--- src/sv/cca_pkg.sv ---
// Types, sizes and codes of the contiguous cell allocator.
package cca_pkg;

  localparam int CELLS    = 1024;
  localparam int ID_W     = 16;
  localparam int IDX_W    = (CELLS > 1) ? $clog2(CELLS) : 1;
  localparam int CNT_W    = $clog2(CELLS + 1);
  localparam int OWNER_W  = 16;
  localparam int SIZE_W   = 11;
  localparam int START_W  = 10;
  localparam int POL_W    = 2;

  localparam logic [POL_W-1:0] POL_BEST  = 2'd1;
  localparam logic [POL_W-1:0] POL_WORST = 2'd2;

  localparam logic MODE_CLEAR = 1'b1;

  typedef enum logic [1:0] {
    ST_OK       = 2'd0,
    ST_BAD_SIZE = 2'd1,
    ST_NO_FIT   = 2'd2
  } status_t;

  typedef struct packed {
    logic               mode;
    logic [OWNER_W-1:0] owner_id;
    logic [SIZE_W-1:0]  request_size;
  } req_t;

  typedef struct packed {
    status_t            status;
    logic [START_W-1:0] start_index;
  } res_t;

  typedef enum logic [2:0] {
    OP_NONE,
    OP_ZERO,
    OP_PURGE,
    OP_SCAN,
    OP_FILL
  } op_t;

  typedef struct packed {
    op_t  op;
    logic load;
  } cmd_t;

  typedef struct packed {
    logic             done;
    logic             found;
    logic [IDX_W-1:0] best_start;
  } dp_stat_t;

endpackage

--- src/sv/cca_ctrl.sv ---
// Controller: sequences clearing pass, owner sweep, hole scan and run fill.
module cca_ctrl (
  input  logic               clk,
  input  logic               rst_n,
  input  logic               start,
  input  cca_pkg::req_t      req,
  input  cca_pkg::dp_stat_t  stat,
  output cca_pkg::cmd_t      cmd,
  output logic               busy,
  output logic               out_valid,
  output cca_pkg::res_t      out_res
);
  import cca_pkg::*;

  typedef enum logic [2:0] {
    S_INIT,
    S_IDLE,
    S_BAD,
    S_PURGE,
    S_SCAN,
    S_PICK,
    S_FILL
  } state_t;

  state_t state_r, state_nxt;
  logic   out_valid_r, out_valid_nxt;
  res_t   out_res_r, out_res_nxt;
  logic   accept;
  logic   size_bad;

  assign accept   = start && (state_r == S_IDLE);
  assign size_bad = (req.request_size == '0) || (32'(req.request_size) > CELLS);

  always_comb begin
    state_nxt     = state_r;
    out_valid_nxt = 1'b0;
    out_res_nxt   = '{status: ST_OK, start_index: '0};
    cmd.load      = accept;
    cmd.op        = OP_NONE;
    unique case (state_r)
      S_INIT: begin
        cmd.op = OP_ZERO;
        if (stat.done) state_nxt = S_IDLE;
      end
      S_IDLE: begin
        if (accept) begin
          priority if (req.mode == MODE_CLEAR) begin
            state_nxt = S_PURGE;
          end else if (size_bad) begin
            state_nxt = S_BAD;
          end else begin
            state_nxt = S_SCAN;
          end
        end
      end
      S_BAD: begin
        state_nxt          = S_IDLE;
        out_valid_nxt      = 1'b1;
        out_res_nxt.status = ST_BAD_SIZE;
      end
      S_PURGE: begin
        cmd.op = OP_PURGE;
        if (stat.done) begin
          state_nxt     = S_IDLE;
          out_valid_nxt = 1'b1;
        end
      end
      S_SCAN: begin
        cmd.op = OP_SCAN;
        if (stat.done) state_nxt = S_PICK;
      end
      S_PICK: begin
        if (stat.found) begin
          state_nxt = S_FILL;
        end else begin
          state_nxt          = S_IDLE;
          out_valid_nxt      = 1'b1;
          out_res_nxt.status = ST_NO_FIT;
        end
      end
      S_FILL: begin
        cmd.op = OP_FILL;
        if (stat.done) begin
          state_nxt               = S_IDLE;
          out_valid_nxt           = 1'b1;
          out_res_nxt.start_index = START_W'(stat.best_start);
        end
      end
      default: state_nxt = S_IDLE;
    endcase
  end

  always_ff @(posedge clk) begin
    if (!rst_n) begin
      state_r     <= S_INIT;
      out_valid_r <= 1'b0;
    end else begin
      state_r     <= state_nxt;
      out_valid_r <= out_valid_nxt;
    end
    out_res_r <= out_res_nxt;
  end

  assign busy      = (state_r != S_IDLE);
  assign out_valid = out_valid_r;
  assign out_res   = out_res_r;

endmodule

--- config.mk ---
export PLATFORM = sky130hd
export DESIGN_NAME = cca_ctrl
export DESIGN_NICKNAME = d
export VERILOG_FILES = /design/src/sv/cca_pkg.sv /design/src/sv/cca_ctrl.sv
export SDC_FILE = /design/constraint.sdc
export NUM_CORES = 1
export LEC_CHECK = 0
export BUFFER_PORTS_ARGS = -buffer_cell sky130_fd_sc_hd__buf_4
export CAP_MARGIN = 20
export CORE_ASPECT_RATIO = 0.9
export CORE_MARGIN = 4
export CORE_UTILIZATION = 39
export CTS_BUF_LIST = sky130_fd_sc_hd__clkbuf_16
export CTS_CLUSTER_DIAMETER = 40
export CTS_CLUSTER_SIZE = 30
export DETAILED_ROUTE_END_ITERATION = 10
export PLACE_DENSITY = 0.79
export SKIP_CTS_REPAIR_TIMING = 1
export SLEW_MARGIN = 15
export SYNTH_ARGS = -nofsm -noshare
export SYNTH_HDL_FRONTEND = slang
export SYNTH_SLANG_ARGS = --single-unit
--- constraint.sdc ---
create_clock -name clk -period 1.9 [get_ports clk]
set_input_delay 0.095 -clock clk [delete_from_list [all_inputs] [get_ports clk]]
set_output_delay 0.095 -clock clk [all_outputs]
set_load 0.01 [all_outputs]
* Word level (Yosys, flattened, before mapping)
Cells that the tools add are included.
Storage, ports and cells: bits in latches 0, memories kept 0, word-level logic and storage cells 36, RAM bits 0, bits in read-only memories 0, register bits 16
Operators by class: muxes and demuxes 13, $add $sub $neg 0, bitwise operators 0, order comparisons 1, reductions and logical operators 8, multipliers 0, shift operators 0, div/mod/pow operators 0, equality and inequality tests 10
Operator list (count):
- 3-bit case mux with 4 select lines | 2
- 3-bit two-way mux | 6
- 11-bit greater-than comparator, second input constant | 1
- 11-bit logical NOT | 1
- 3-bit equality test, second input constant | 3
- 3-bit by 2-bit equality test with 1-bit output, second input constant | 2
- 2-bit inequality test, second input constant | 2
- 2-bit case mux with 2 select lines | 1
- 3-bit by 1-bit equality test with 1-bit output, second input constant | 1
- 3-bit logical NOT | 1
- 3-bit by 1-bit inequality test with 1-bit output, second input constant | 1
- 1-bit case mux with 3 select lines | 1
- 3-bit AND reduction | 1
- 3-bit OR reduction | 1
- 1-bit two-way mux | 2
- 2-bit two-way mux | 1
- 2-bit by 1-bit inequality test with 1-bit output, second input constant | 1
- 2-bit AND reduction | 1
- 2-bit OR reduction | 1
- 1-bit logical AND | 1
- 1-bit logical OR | 1

* Depth between registers and ports, before layout
Gate-level depths: netlist (run 1).
depth in word-level cells 6, depth in mapped cells 6, depth with buffers taken out 4

* Worst setup path after synthesis (run 1)
No wires, ideal clock.
path kind register to register, start register state_r[2], end register state_r[2], cell stages (with the launch flop) 6, arrival time 1.026 ns, clock period less this slack 1.113 ns, buffers on the path 1, slack 0.787 ns, data required time 1.813 ns, cell sequence dfxtp_1 -> buf_4 -> o21ai_2 -> a211o_1 -> o32a_2 -> o31ai_1
Between the ends: longest elaborated chain between the ends 4, elaborated cells between the ends (all ways) 13, classes of those cells 8 x eq/ne; 1 x mux; 4 x reduce/logical
Ends and longest elaborated chain:
- start, declared | RTL line cca_ctrl.sv:25 | state_t state_r, state_nxt;
- start signal, assigned | RTL line cca_ctrl.sv:98 | state_r <= state_nxt;
- 3-bit equality test, or another cell as far along | RTL line cca_ctrl.sv:40 | unique case (state_r)
- 3-bit OR reduction (no source line) or 1-bit logical AND (tied branches)
- 2-bit by 1-bit inequality test with 1-bit output (no source line) or 2-bit inequality test (tied branches)
- 3-bit AND reduction (no source line)
Several ways; a longest one is shown, not always the timed one. A chain may end at the register's enable or synchronous reset.

==> results of run 1 <==
[metal layers]
| metal | global-route usage, % | vias up | share of wire, % |
|---|---|---|---|
| met2 | 27.5 | 20 | 59 |
| li1 | - | 369 | - |
| met3 | 4.91 | 4 | 4.1 |
| met1 | 17.5 | 328 | 36 |
| met4 | 4.68 | 0 | 1.1 |
| met5 | 0 | - | 0 |
[critical path, delay by kind of cell, from the launching register on]
kind                   cells  cell delay (ns)
DFF                        1             0.55
and+or+nand+nor            1             0.07
AOI/OAI and AO/OA          1             0.16
buffers and inverters      2             0.36
[worst max path at each step]
stage / slack (ns) / to / from / depth (start not counted)
2_1_floorplan: 0.79 / state_r[2] / state_r[2] / 5
3_3_place_gp: 0.51 / state_r[1] / state_r[2] / 4
3_5_place_dp: 0.47 / state_r[1] / state_r[2] / 4
4_1_cts: 0.41 / cmd[2] / state_r[2] / 4
5_1_grt: 0.32 / cmd[2] / state_r[2] / 4
6_report: 0.43 / cmd[2] / state_r[2] / 4
[area by class of cell]
type                            instances  area, um2
Clock buffer                            3       75.1
Clock inverter                          1       3.75
Timing Repair Buffer                   45        338
Sequential cell                        16        320
Multi-Input combinational cell         55        333
Tap cell                               24       30.0
Inverter                                3       11.3
Fill cell                             165        588
[cell usage after synthesis (all sizes together) (2+ instances only)]
library cell  instances
and3                 11
nand3                 2
nand2                 6
o21a                  2
a21oi                 2
nor2                 10
nor4                  2
buf                   6
o21ai                 3
inv                   3
dfxtp                16
and3b                 2
o31ai                 3
[sequential cells by signal, indices dropped and copies added (netlist names)]
name and cells:
out_res 12, out_valid 1, state_r 3
[metrics by stage]
stage / hold WS, ns / util [%] / cell area, um2 / power [uW] / cells
2_1_floorplan: 0.212 / - / 709 / 383 / 81
3_3_place_gp: 0.328 / 60.8 / 1030 / 436 / 143
3_5_place_dp: 0.332 / 60.8 / 1030 / 438 / 143
4_1_cts: 0.0808 / 65.4 / 1110 / 835 / 147
5_1_grt: 0.0832 / 65.4 / 1110 / 861 / 147
6_report: 0.0869 / 65.4 / 1110 / 823 / 147
[kinds of logic (layout without fill, tap and decap cells)]
logic type	Yosys count	in the layout	share of synthesized area (%)
muxes	1	1	1.41
adders and majority gates	1	1	1.59
and+or+nand+nor	37	37	27.7
buffers and inverters	10	52	7.93
DFF	16	16	45.2
AOI/OAI and AO/OA	16	16	16.2
[placed cells by master, fill, tap and decap left out, types with 2 or more instances in the layout]
| master | n |
|---|---|
| and3_1 | 11 |
| nor2_1 | 10 |
| dfxtp_1 | 16 |
| buf_4 | 45 |
| nor4_1 | 2 |
| a21oi_1 | 2 |
| nand3_1 | 2 |
| nand2_1 | 6 |
| clkbuf_16 | 3 |
| o21a_1 | 2 |
| o31ai_1 | 3 |
| inv_1 | 2 |
[power by group]
group          total, uW  internal (uW)  switching, uW
Clock                391            278            113
Combinational       84.2           53.4           30.9
Sequential           348            339           8.21
Total                823            670            152
==> metrics.md, run 1 <==
| Metric | Value |
|---|---|
| CP endpoint kind | `primary output` |
| Async set or reset register ratio after synthesis | `0%` |
| First-pass GRT wire length | `3.02 mm` |
| Drt total wl | `between 1.5 and 2 mm` |
| Slowest CP cell | `dfxtp_1` |
| Site row count | `14` |
| Antenna violations before repair | `0` |
| Post-route DRC | `0` |
| Worst slew margin | `around two thirds` |
| Worst EP arrival | `1.38 ns` |
| Core area | `approximately 1700 um2` |
| Number of I/O port buffers | `44` |
| Setup TNS | `0 ns` |
| Synth Area per Inst | `between 8 and 9 um2` |
| CTS Sinks | `16` |
| Crit-path max FO | `12` |
| Min-delay src | `stat[9]` |
| Hold Crit Class | `primary input to flip-flop` |
| Cell chain of the critical path | `buf_4, nand2_1, o21ai_0, buf_4` |
| GR Overflow Total | `0` |
| Post-synth cell types | `32` |
| Area leader, netlist | `dfxtp_1` |
| Top FF cell, synth | `dfxtp_1` |
| Die height | `roughly 48 um` |
| Most frequent cell on the critical path | `buf_4` |
| Setup Viol. Count Final | `0` |
| Yosys warns | `0` |
| Synthesized instance count | `81` |
| Vias/cell | `4.90` |
| Routed length per placed instance | `12.7 um` |
| VDD IR max | `~0.57 mV` |
| R2r setup slk | `0.43 ns` |
| Cells on Worst Hold Path | `2` |
| Hold Vio Cnt, Final | `0` |
| Setup ws final | `0.427 ns` |
| Worst r2r dst | `state_r[1]` |
| Tmin final | `approximately 1.5 ns` |
| Vias | `721` |
| Share of cells above drive strength 1 | `43.1%` |
| Final Slew Violations | `0` |
| Final net count | `167` |
| Post-Route Skew | `roughly 0.002 ns` |
| Largest net degree at the start of global routing | `17` |
| Clock transition at path regs | `around 0.05 ns` |
| Setup Crit Path Kind | `flip-flop to primary output` |
| Static leakage | `0.000567 uW` |
| Synth top area share | `45.1%` |
| Detail Placement HPWL | `1.42 mm` |
| Die width | `approximately 53 um` |
| Placer Congestion | `0.750` |
| Max Cap Viol | `0` |
| Clk_lat worst skew | `0.24 ns` |
| Worst hold endpoint | `out_res[9]` |
| Worst Tran Pin Value | `0.470 ns` |
| Area Growth Syn to Fin | `56.6%` |
| Cts bufs inserted | `3` |
| Synth top area cells | `dfxtp_1 (45%), and3_1 (9.7%), nor2_1 (5.3%)` |
| CP peak stage delay | `0.55 ns` |
| DRT Pass-1 Iters | `4` |
| Die area | `~2600 um2` |
| Synthesized flop and latch total | `16` |
| N_diodes | `0` |
| CTS Root Cell | `clkbuf_16` |
| H-tree levels | `1` |
| Fmax | `0.679 GHz` |
| Syn nets | `124` |
| Clock buffer depth | `2` |
| Startpoint types | `flip-flop` |
| CTS tree | `built` |
| Vias in the first global route | `644` |
| Status | `finished, final reports clean` |
| PwrDens | `740 nW/um2` |
| Place WS | `0.466 ns` |
| Mapped Area | `about 710 um2` |
| Ports | `a little over 60` |
| DRT iter0 DRCs | `29` |
| Final period utilization | `77.5%` |
| Initial core utilization | `41.8%` |
| Worst Path Required | `roughly 1.8 ns` |
| RSZ-0062 raised after global routing | `false` |
| Remaining antenna violation count | `0` |
| Number of synthesized flops with an enable pin | `0` |
| GRT Util Overall | `15.6%` |
| Worst r2r src | `state_r[2]` |
| Share of the yosys chip area belonging to registers | `45.1%` |
| FF-to-FF path depth | `4` |
Note: power is estimated with default switching activity, not from simulation.
==> inputs of run 2 (changes only) <==
- ABC_AREA: not set -> 1
- CORE_UTILIZATION: 39 -> 32
- PLACE_DENSITY: 0.79 -> 0.7
- clock period: 1.9 -> 1.2 ns (I/O delays scaled with it)
==> run 2 against run 1 <==
  * The flow now finishes with violations (negative hold slack, negative setup slack)
  * Sequential cell count did not move
  * Die area is 16% higher
  * Critical path depth up 2
  * Total power up 94%
  * Count of clock-buffer cells in the layout did not move
  * Non-clock buffer count up 7
  * Via count up 3.5%
  * Sequential power up 67%
  * Sequential share of layout area shrank 1.8 points
  * Worst hold slack got worse by 0.090 ns
  * Clock skew shrank 0.0016 ns
  * Critical endpoint is now cmd[0]
  * Highest routed layer unchanged
==> metrics.md, run 2 <==
| Metric | Value |
|---|---|
| Synthesized flop and latch total | `16 (unchanged)` |
| GR Overflow Total | `0 (unchanged)` |
| Drt total wl | `1.95 mm (+3.8%)` |
| Max FFs per register | `12 (unchanged)` |
| Largest family of logic cells by synthesized area | `simple AND/OR/NAND/NOR gates` |
| Failing checks | `negative hold slack, negative setup slack` |
| CP top delay family | `flip-flops` |
| Cts bufs inserted | `3 (unchanged)` |
| Sw Pwr | `391 uW (+160%)` |
| Syn nets | `141 (+14%)` |
| Internal | `1200 uW (+80%)` |
| Final period utilization | `106%` |
| Power share of the clock group | `39.5% (-8.0 points)` |
| Tmin final | `1.27 ns` |
| Die height | `52.2 um (+7.7%)` |
| Status | `complete, but fails checks` |
| Core area | `1990 um2 (+17%)` |
| Slowest CP cell | `dfxtp_4` |
| Reg area | `332 um2 (+3.5%)` |
| Fill cell count | `183 (+11%)` |
| CTS tree | `built` |
| Detail Placement HPWL | `1.47 mm (+3.9%)` |
| Post-placement cell count | `170 (+19%)` |
| H-tree levels | `1 (unchanged)` |
| Non-filler cells, final | `177 (+20%)` |
| Hold Vio Cnt, Final | `1 (+1)` |
| DRT iter0 DRCs | `12 (-59%)` |
| Place WS | `-0.0624 ns (-0.528 ns)` |
| Sw Share | `24.5% (+6.0 points)` |
| Vias in the first global route | `697 (+8.2%)` |
| Synth top area share | `46.1% (+0.98 points)` |
| Antenna violations before repair | `0 (unchanged)` |
| Top FF cell, synth | `dfxtp_1` |
| Share of cells above drive strength 1 | `48.0% (+4.9 points)` |
| Clock buffer depth | `2 (unchanged)` |
| Yosys warns | `0 (unchanged)` |
| Setup ws final | `-0.0741 ns (-0.501 ns)` |
| Fmax | `0.785 GHz` |
| Die area | `2980 um2 (+16%)` |
| RSZ-0062 raised after global routing | `true` |
| Routing usage on met3 | `4.93% (+0.018 points)` |
| CP endpoint kind | `primary output` |
| Grt met2 use | `24.7% (-2.8 points)` |
| CTS Sinks | `16 (unchanged)` |
| Cell chain of the critical path | `inv_6, nor3_4, inv_2, buf_6, nor2_4, buf_6` |
| Crit-path max FO | `6 (-6)` |
| Largest net degree at the start of global routing | `11 (-6)` |
| Vias | `746 (+3.5%)` |
| Synthesized instance count | `98 (+21%)` |
| VDD IR max | `0.981 mV (+73%)` |
| CP peak stage delay | `0.37 ns (-0.18 ns)` |
| Post-synth top cells | `nor2_1 (21), nand2_1 (17), dfxtp_1 (16), inv_1 (16), a21oi_1 (8)` |
| Clock transition at path regs | `0.05 ns (about the same)` |
| Mapped Area | `694 um2 (-2.1%)` |
| Simple-Gate Fraction of Synth Area | `29.2% (+1.5 points)` |
| Site row count | `15 (+1)` |
| Final net count | `196 (+17%)` |
| Xor/xnor share of the synthesized area | `0% (unchanged)` |
| Post-route DRC | `0 (unchanged)` |
| Synth Area per Inst | `7.09 um2 (-19%)` |
| DRT Pass-1 Iters | `4 (unchanged)` |
| Most frequent cells in the layout | `buf_4 (50), nor2_1 (19), nand2_1 (16), inv_1 (16), dfxtp_1 (13)` |
| PwrDens | `1300 nW/um2 (+76%)` |
| Max Cap Viol | `0 (unchanged)` |
| Ports | `61 (unchanged)` |
| Most common cell after layout, fill and taps aside | `buf_4` |
| CTS Root Cell | `clkbuf_16` |
| Startpoint types | `flip-flop` |
| Number of synthesized flops with an enable pin | `0 (unchanged)` |
| Area Growth Syn to Fin | `76.8%` |
| N_diodes | `0 (unchanged)` |
| First-pass GRT wire length | `2.95 mm (-2.1%)` |
| Setup Viol. Count Final | `3 (+3)` |
| Reg power frac | `36.4% (-5.9 points)` |
| GRT Util Overall | `13.0% (-2.6 points)` |
| Mux share of post-synthesis cell area | `0% (-1.4 points)` |
| Routed length per placed instance | `11.0 um (-14%)` |
| Worst Path Required | `1.14 ns (-0.66 ns)` |
| Worst slew margin | `85.7% (+17 points)` |
| Initial core utilization | `34.9% (-6.8 points)` |
| Remaining antenna violation count | `0 (unchanged)` |
| Setup TNS | `-0.125 ns (-0.125 ns)` |
| Area leader, netlist | `dfxtp_1` |
| Design Power | `1590 uW (+94%)` |
| Clk_lat worst skew | `0.24 ns (about the same)` |
| Buffer and inverter count on the worst path | `4 (+2)` |
| Most frequent cell on the critical path | `buf_6` |
| Static leakage | `0.000634 uW (+12%)` |
| Synth Area in Adders | `0% (-1.6 points)` |
| Most common cell in the synthesized netlist | `nor2_1` |
| Async set or reset register ratio after synthesis | `0% (unchanged)` |
| Die width | `57.1 um (+7.8%)` |
| Post-Route Skew | `0.000465 ns (-0.00155 ns)` |
| Post-synthesis compound-gate area fraction | `10.1% (-6.1 points)` |
| M1 GR Usage | `13.8% (-3.6 points)` |
| Post-synth cell types | `16 (-50%)` |
| Final Slew Violations | `0 (unchanged)` |
| Worst Tran Pin Value | `0.214 ns (-0.255 ns)` |
| Setup Crit Path Kind | `flip-flop to primary output` |
| Area of the multi-input gates | `300 um2 (-9.8%)` |
| Worst hold margin | `-0.00329 ns (-0.0902 ns)` |
| Placer Congestion | `0.756 (+0.83%)` |
| Hold Crit Class | `primary input to flip-flop` |
| Vias/cell | `4.21 (-14%)` |
| GR peak layer | `met2` |
| Worst EP arrival | `1.21 ns (-0.17 ns)` |
| Synth top area cells | `dfxtp_1 (46%), nor2_1 (11%), nand2_1 (9.2%)` |
| Number of I/O port buffers | `44 (unchanged)` |
| Share of the yosys chip area belonging to registers | `46.1% (+0.98 points)` |
| Gate power share | `24.0% (+14 points)` |
run 2: kinds of logic (layout without fill, tap and decap cells):
family	count (synthesis)	after routing
AND/OR/NAND/NOR	46	46
AO/OA/AOI/OAI	12	12
flip-flops	16	16
buffers and inverters	24	78
run 2: worst paths after layout:
kind                      end  cells past startpoint  slack (ns)       start
setup / recovery       cmd[0]                      6       -0.07  state_r[0]
hold reg to reg   out_res[10]                      1        0.53  state_r[2]
hold / removal    out_res[11]                      2      -0.003    stat[10]
setup reg to reg   state_r[1]                      6        0.01  state_r[0]
run 2: cell type report:
cell class / instances / share of cell area [%]
flip-flops and latches: 16 / 27.0
clock buffers: 3 / 6.12
well taps: 25 / 2.55
inverters: 22 / 7.14
multi-input cells: 58 / 24.5
repair buffers: 52 / 32.4
clock inverters: 1 / 0.306
run 2: metrics by stage:
step | util, % | hold slack (ns) | area, um2
6_report | 61.7 | -0.00329 | 1230
5_1_grt | 61.7 | 0.00195 | 1230
4_1_cts | 58.0 | 0.000794 | 1150
2_1_floorplan | - | 0.148 | 694
3_5_place_dp | 54.0 | 0.253 | 1070
3_3_place_gp | 54.0 | 0.246 | 1070
run 2: power by group through the flow:
stage | clock network, uW | registers [uW] | logic (uW)
final | 630 | 581 | 383
after global routing | 675 | 584 | 421
after CTS | 643 | 573 | 327
after detailed placement | 0 | 584 | 322
after global placement | 0 | 583 | 318
after floorplan | 0 | 579 | 162
run 2: worst register-to-register path: cells and delay by family, from the launching register on:
kind,cells,cell delay [ns]
buffers and inverters,2,0.12
AND/OR/NAND/NOR,2,0.29
flip-flops,1,0.37
AO/OA/AOI/OAI,2,0.34
run 2: layer usage:
metal | wire length [um] | vias to the layer above
met5 | 0 | -
met4 | 17 | 0
met3 | 85 | 2
met2 | 1120 | 16
met1 | 718 | 325
li1 | - | 403
==> inputs of run 3 (changes only) <==
- CORE_UTILIZATION: 32 -> 38
- CTS_BUF_LIST: sky130_fd_sc_hd__clkbuf_16 -> sky130_fd_sc_hd__clkbuf_4
- HOLD_SLACK_MARGIN: not set -> 0.05
- PLACE_DENSITY: 0.7 -> 0.78
- clock period: 1.2 -> 1.4 ns (I/O delays scaled with it)
==> run 3 against run 2 <==
  * The flow now finishes without violations
  * Critical path depth is 1 lower
  * Cell count is 1.7% higher
  * Non-clock buffer count is 4 higher
  * Worst hold slack improved by 0.083 ns
  * Clock skew increased by 0.0056 ns
  * Clock power is 62% lower
  * Global-route usage rose by 0.65 points
  * Sequential cell count is the same
  * Wire length is 3.1% lower
  * Critical endpoint is now cmd[2]
==> metrics.md, run 3 (synthesis gave the netlist of run 2 again) <==
| Metric | Value |
|---|---|
| Post-route DRC | `0 (unchanged)` |
| Die height | `48.6 um (-7.0%)` |
| Post-Route Skew | `0.00608 ns (+0.00562 ns)` |
| DRT iter0 DRCs | `14 (+2)` |
| H-tree levels | `1 (unchanged)` |
| Setup Viol. Count Final | `0 (-3)` |
| Final Slew Violations | `0 (unchanged)` |
| Fmax | `0.771 GHz` |
| Startpoint types | `flip-flop` |
| Placer Congestion | `0.760 (+0.61%)` |
| Area Growth Syn to Fin | `71.9%` |
| Worst hold endpoint | `out_valid` |
| Clock buffer depth | `2 (unchanged)` |
| Hold Vio Cnt, Final | `0 (-1)` |
| Site row count | `14 (-1)` |
| Reg power frac | `48.5% (+12 points)` |
| Clk_lat worst skew | `0.28 ns (+0.04 ns)` |
| GR Overflow Total | `0 (unchanged)` |
| DRT Pass-1 Iters | `4 (unchanged)` |
| Antenna violations before repair | `0 (unchanged)` |
| Worst slew margin | `75.7% (-10 points)` |
| Max Cap Viol | `0 (unchanged)` |
| Sw Share | `28.9% (+4.4 points)` |
| Routed length per placed instance | `10.5 um (-4.7%)` |
| Worst Path Required | `1.33 ns (+0.19 ns)` |
| Cts bufs inserted | `3 (unchanged)` |
| Setup TNS | `0 ns (+0.125 ns)` |
| Largest net degree at the start of global routing | `11 (unchanged)` |
| Min-delay src | `stat[11]` |
| Worst EP arrival | `1.23 ns (+0.02 ns)` |
| Hold Crit Class | `primary input to flip-flop` |
| Core area | `1700 um2 (-15%)` |
| Initial core utilization | `40.9% (+6.0 points)` |
| Vias/cell | `4.25 (+0.84%)` |
| Die width | `53.1 um (-7.1%)` |
| Vias in the first global route | `667 (-4.3%)` |
| CTS tree | `built` |
| Most common cell after layout, fill and taps aside | `buf_4` |
| Tmin final | `about 1.3 ns` |
| Share of cells above drive strength 1 | `38.5% (-9.6 points)` |
| Ports | `61 (unchanged)` |
| Setup Crit Path Kind | `flip-flop to primary output` |
| R2r setup slk | `0.17 ns (+0.16 ns)` |
| Die area | `2580 um2 (-14%)` |
| Number of I/O port buffers | `44 (unchanged)` |
| CTS Root Cell | `clkbuf_4` |
| Status | `finished, final reports clean` |
| Most frequent cells in the layout | `buf_4 (44), nor2_1 (21), nand2_1 (17)` |
| First-pass GRT wire length | `2.71 mm (-8.2%)` |
| Sw Pwr | `294 uW (-25%)` |
| Vias | `765 (+2.5%)` |
| N_diodes | `0 (unchanged)` |
| GRT Util Overall | `13.7% (+0.65 points)` |
| Detail Placement HPWL | `1.39 mm (-5.4%)` |
| Worst hold margin | `0.0795 ns (+0.0828 ns)` |
| Static leakage | `0.000612 uW (-3.6%)` |
| Max FFs per register | `12 (unchanged)` |
| Reg area | `324 um2 (-2.3%)` |
| Remaining antenna violation count | `0 (unchanged)` |
| Cells on Worst Hold Path | `3 (+1)` |
| VDD IR max | `0.742 mV (-24%)` |
| Clock transition at path regs | `0.09 ns (+0.04 ns)` |
| Worst r2r dst | `out_res[8]` |
| FF-to-FF path depth | `5 (-1)` |
| Worst Tran Pin Value | `0.364 ns (+0.150 ns)` |
| Final net count | `200 (+2.0%)` |
| Drt total wl | `1.89 mm (-3.1%)` |
| Worst r2r src | `state_r[0]` |
| Gate power share | `27.7% (+3.7 points)` |
| CTS Sinks | `16 (unchanged)` |
| PwrDens | `850 nW/um2 (-35%)` |
| Final period utilization | `92.6%` |
| Power share of the clock group | `23.9% (-16 points)` |
| Fill cell count | `142 (-22%)` |
| Area of the multi-input gates | `280 um2 (-6.7%)` |
| Crit-path max FO | `5 (-1)` |
| CP endpoint kind | `primary output` |
| Internal | `721 uW (-40%)` |
[run 3: changes by cell type in the layout (fill, tap and decap cells not counted), moves of 3 or more]
cell	delta
buf_4	-6
clkbuf_16	-3
clkbuf_4	+3
dfxtp_2	+3
dfxtp_4	-3
dlygate4sd3_1	+12
[run 3: power by group through the flow]
| stage | Clock [uW] | Combinational, uW | Sequential [uW] |
|---|---|---|---|
| final | 242 | 281 | 492 |
| after global placement | 0 | 238 | 499 |
| after floorplan | 0 | 139 | 497 |
| after global routing | 270 | 312 | 495 |
| after CTS | 245 | 247 | 489 |
| after detailed placement | 0 | 246 | 500 |
[run 3: per-layer routing]
layer | global-route usage [%] | share of wire, % | vias up | routed length, um
met5 | 0 | 0 | - | 0
met4 | 2.55 | 0.74 | 0 | 14
met3 | 4.60 | 6.1 | 2 | 115
met2 | 24.2 | 53 | 27 | 1000
met1 | 15.6 | 40 | 327 | 754
li1 | - | - | 409 | -
[run 3: critical path, cell delays in order, from the launching register on]
cell and delay (ns):
dfxtp_2 0.41, inv_2 0.07, o21ai_4 0.14, inv_2 0.05
a21oi_1 0.14, buf_4 0.15
[run 3: per-stage QoR]
stage          std cells  area [um2]  total power [uW]  setup slack [ns]  utilization [%]
6_report             180        1190              1020             0.103             70.3
4_1_cts              168        1060               981            0.0180             62.5
3_5_place_dp         164        1040               746            0.0944             61.0
3_3_place_gp         164        1040               738             0.141             61.0
5_1_grt              180        1190              1080          -0.00461             70.3
2_1_floorplan         98         694               636             0.254                -
[run 3: worst max path at each step]
stage | end | cells after the start | start | slack [ns]
after floorplan | state_r[1] | 8 | state_r[1] | 0.25
after global placement | state_r[0] | 5 | state_r[2] | 0.14
after detailed placement | state_r[0] | 5 | state_r[2] | 0.09
after CTS | cmd[2] | 5 | state_r[2] | 0.02
after global routing | out_res[8] | 5 | state_r[0] | -0.005
final | cmd[2] | 5 | state_r[1] | 0.10
[run 3: cell type report]
class                   instances  share of cell area (%)
repair buffers                 56                    37.7
flip-flops and latches         16                    27.1
multi-input cells              58                    23.5
inverters                      22                    6.92
well taps                      24                    2.52
clock buffers                   3                    1.89
clock inverters                 1                   0.314
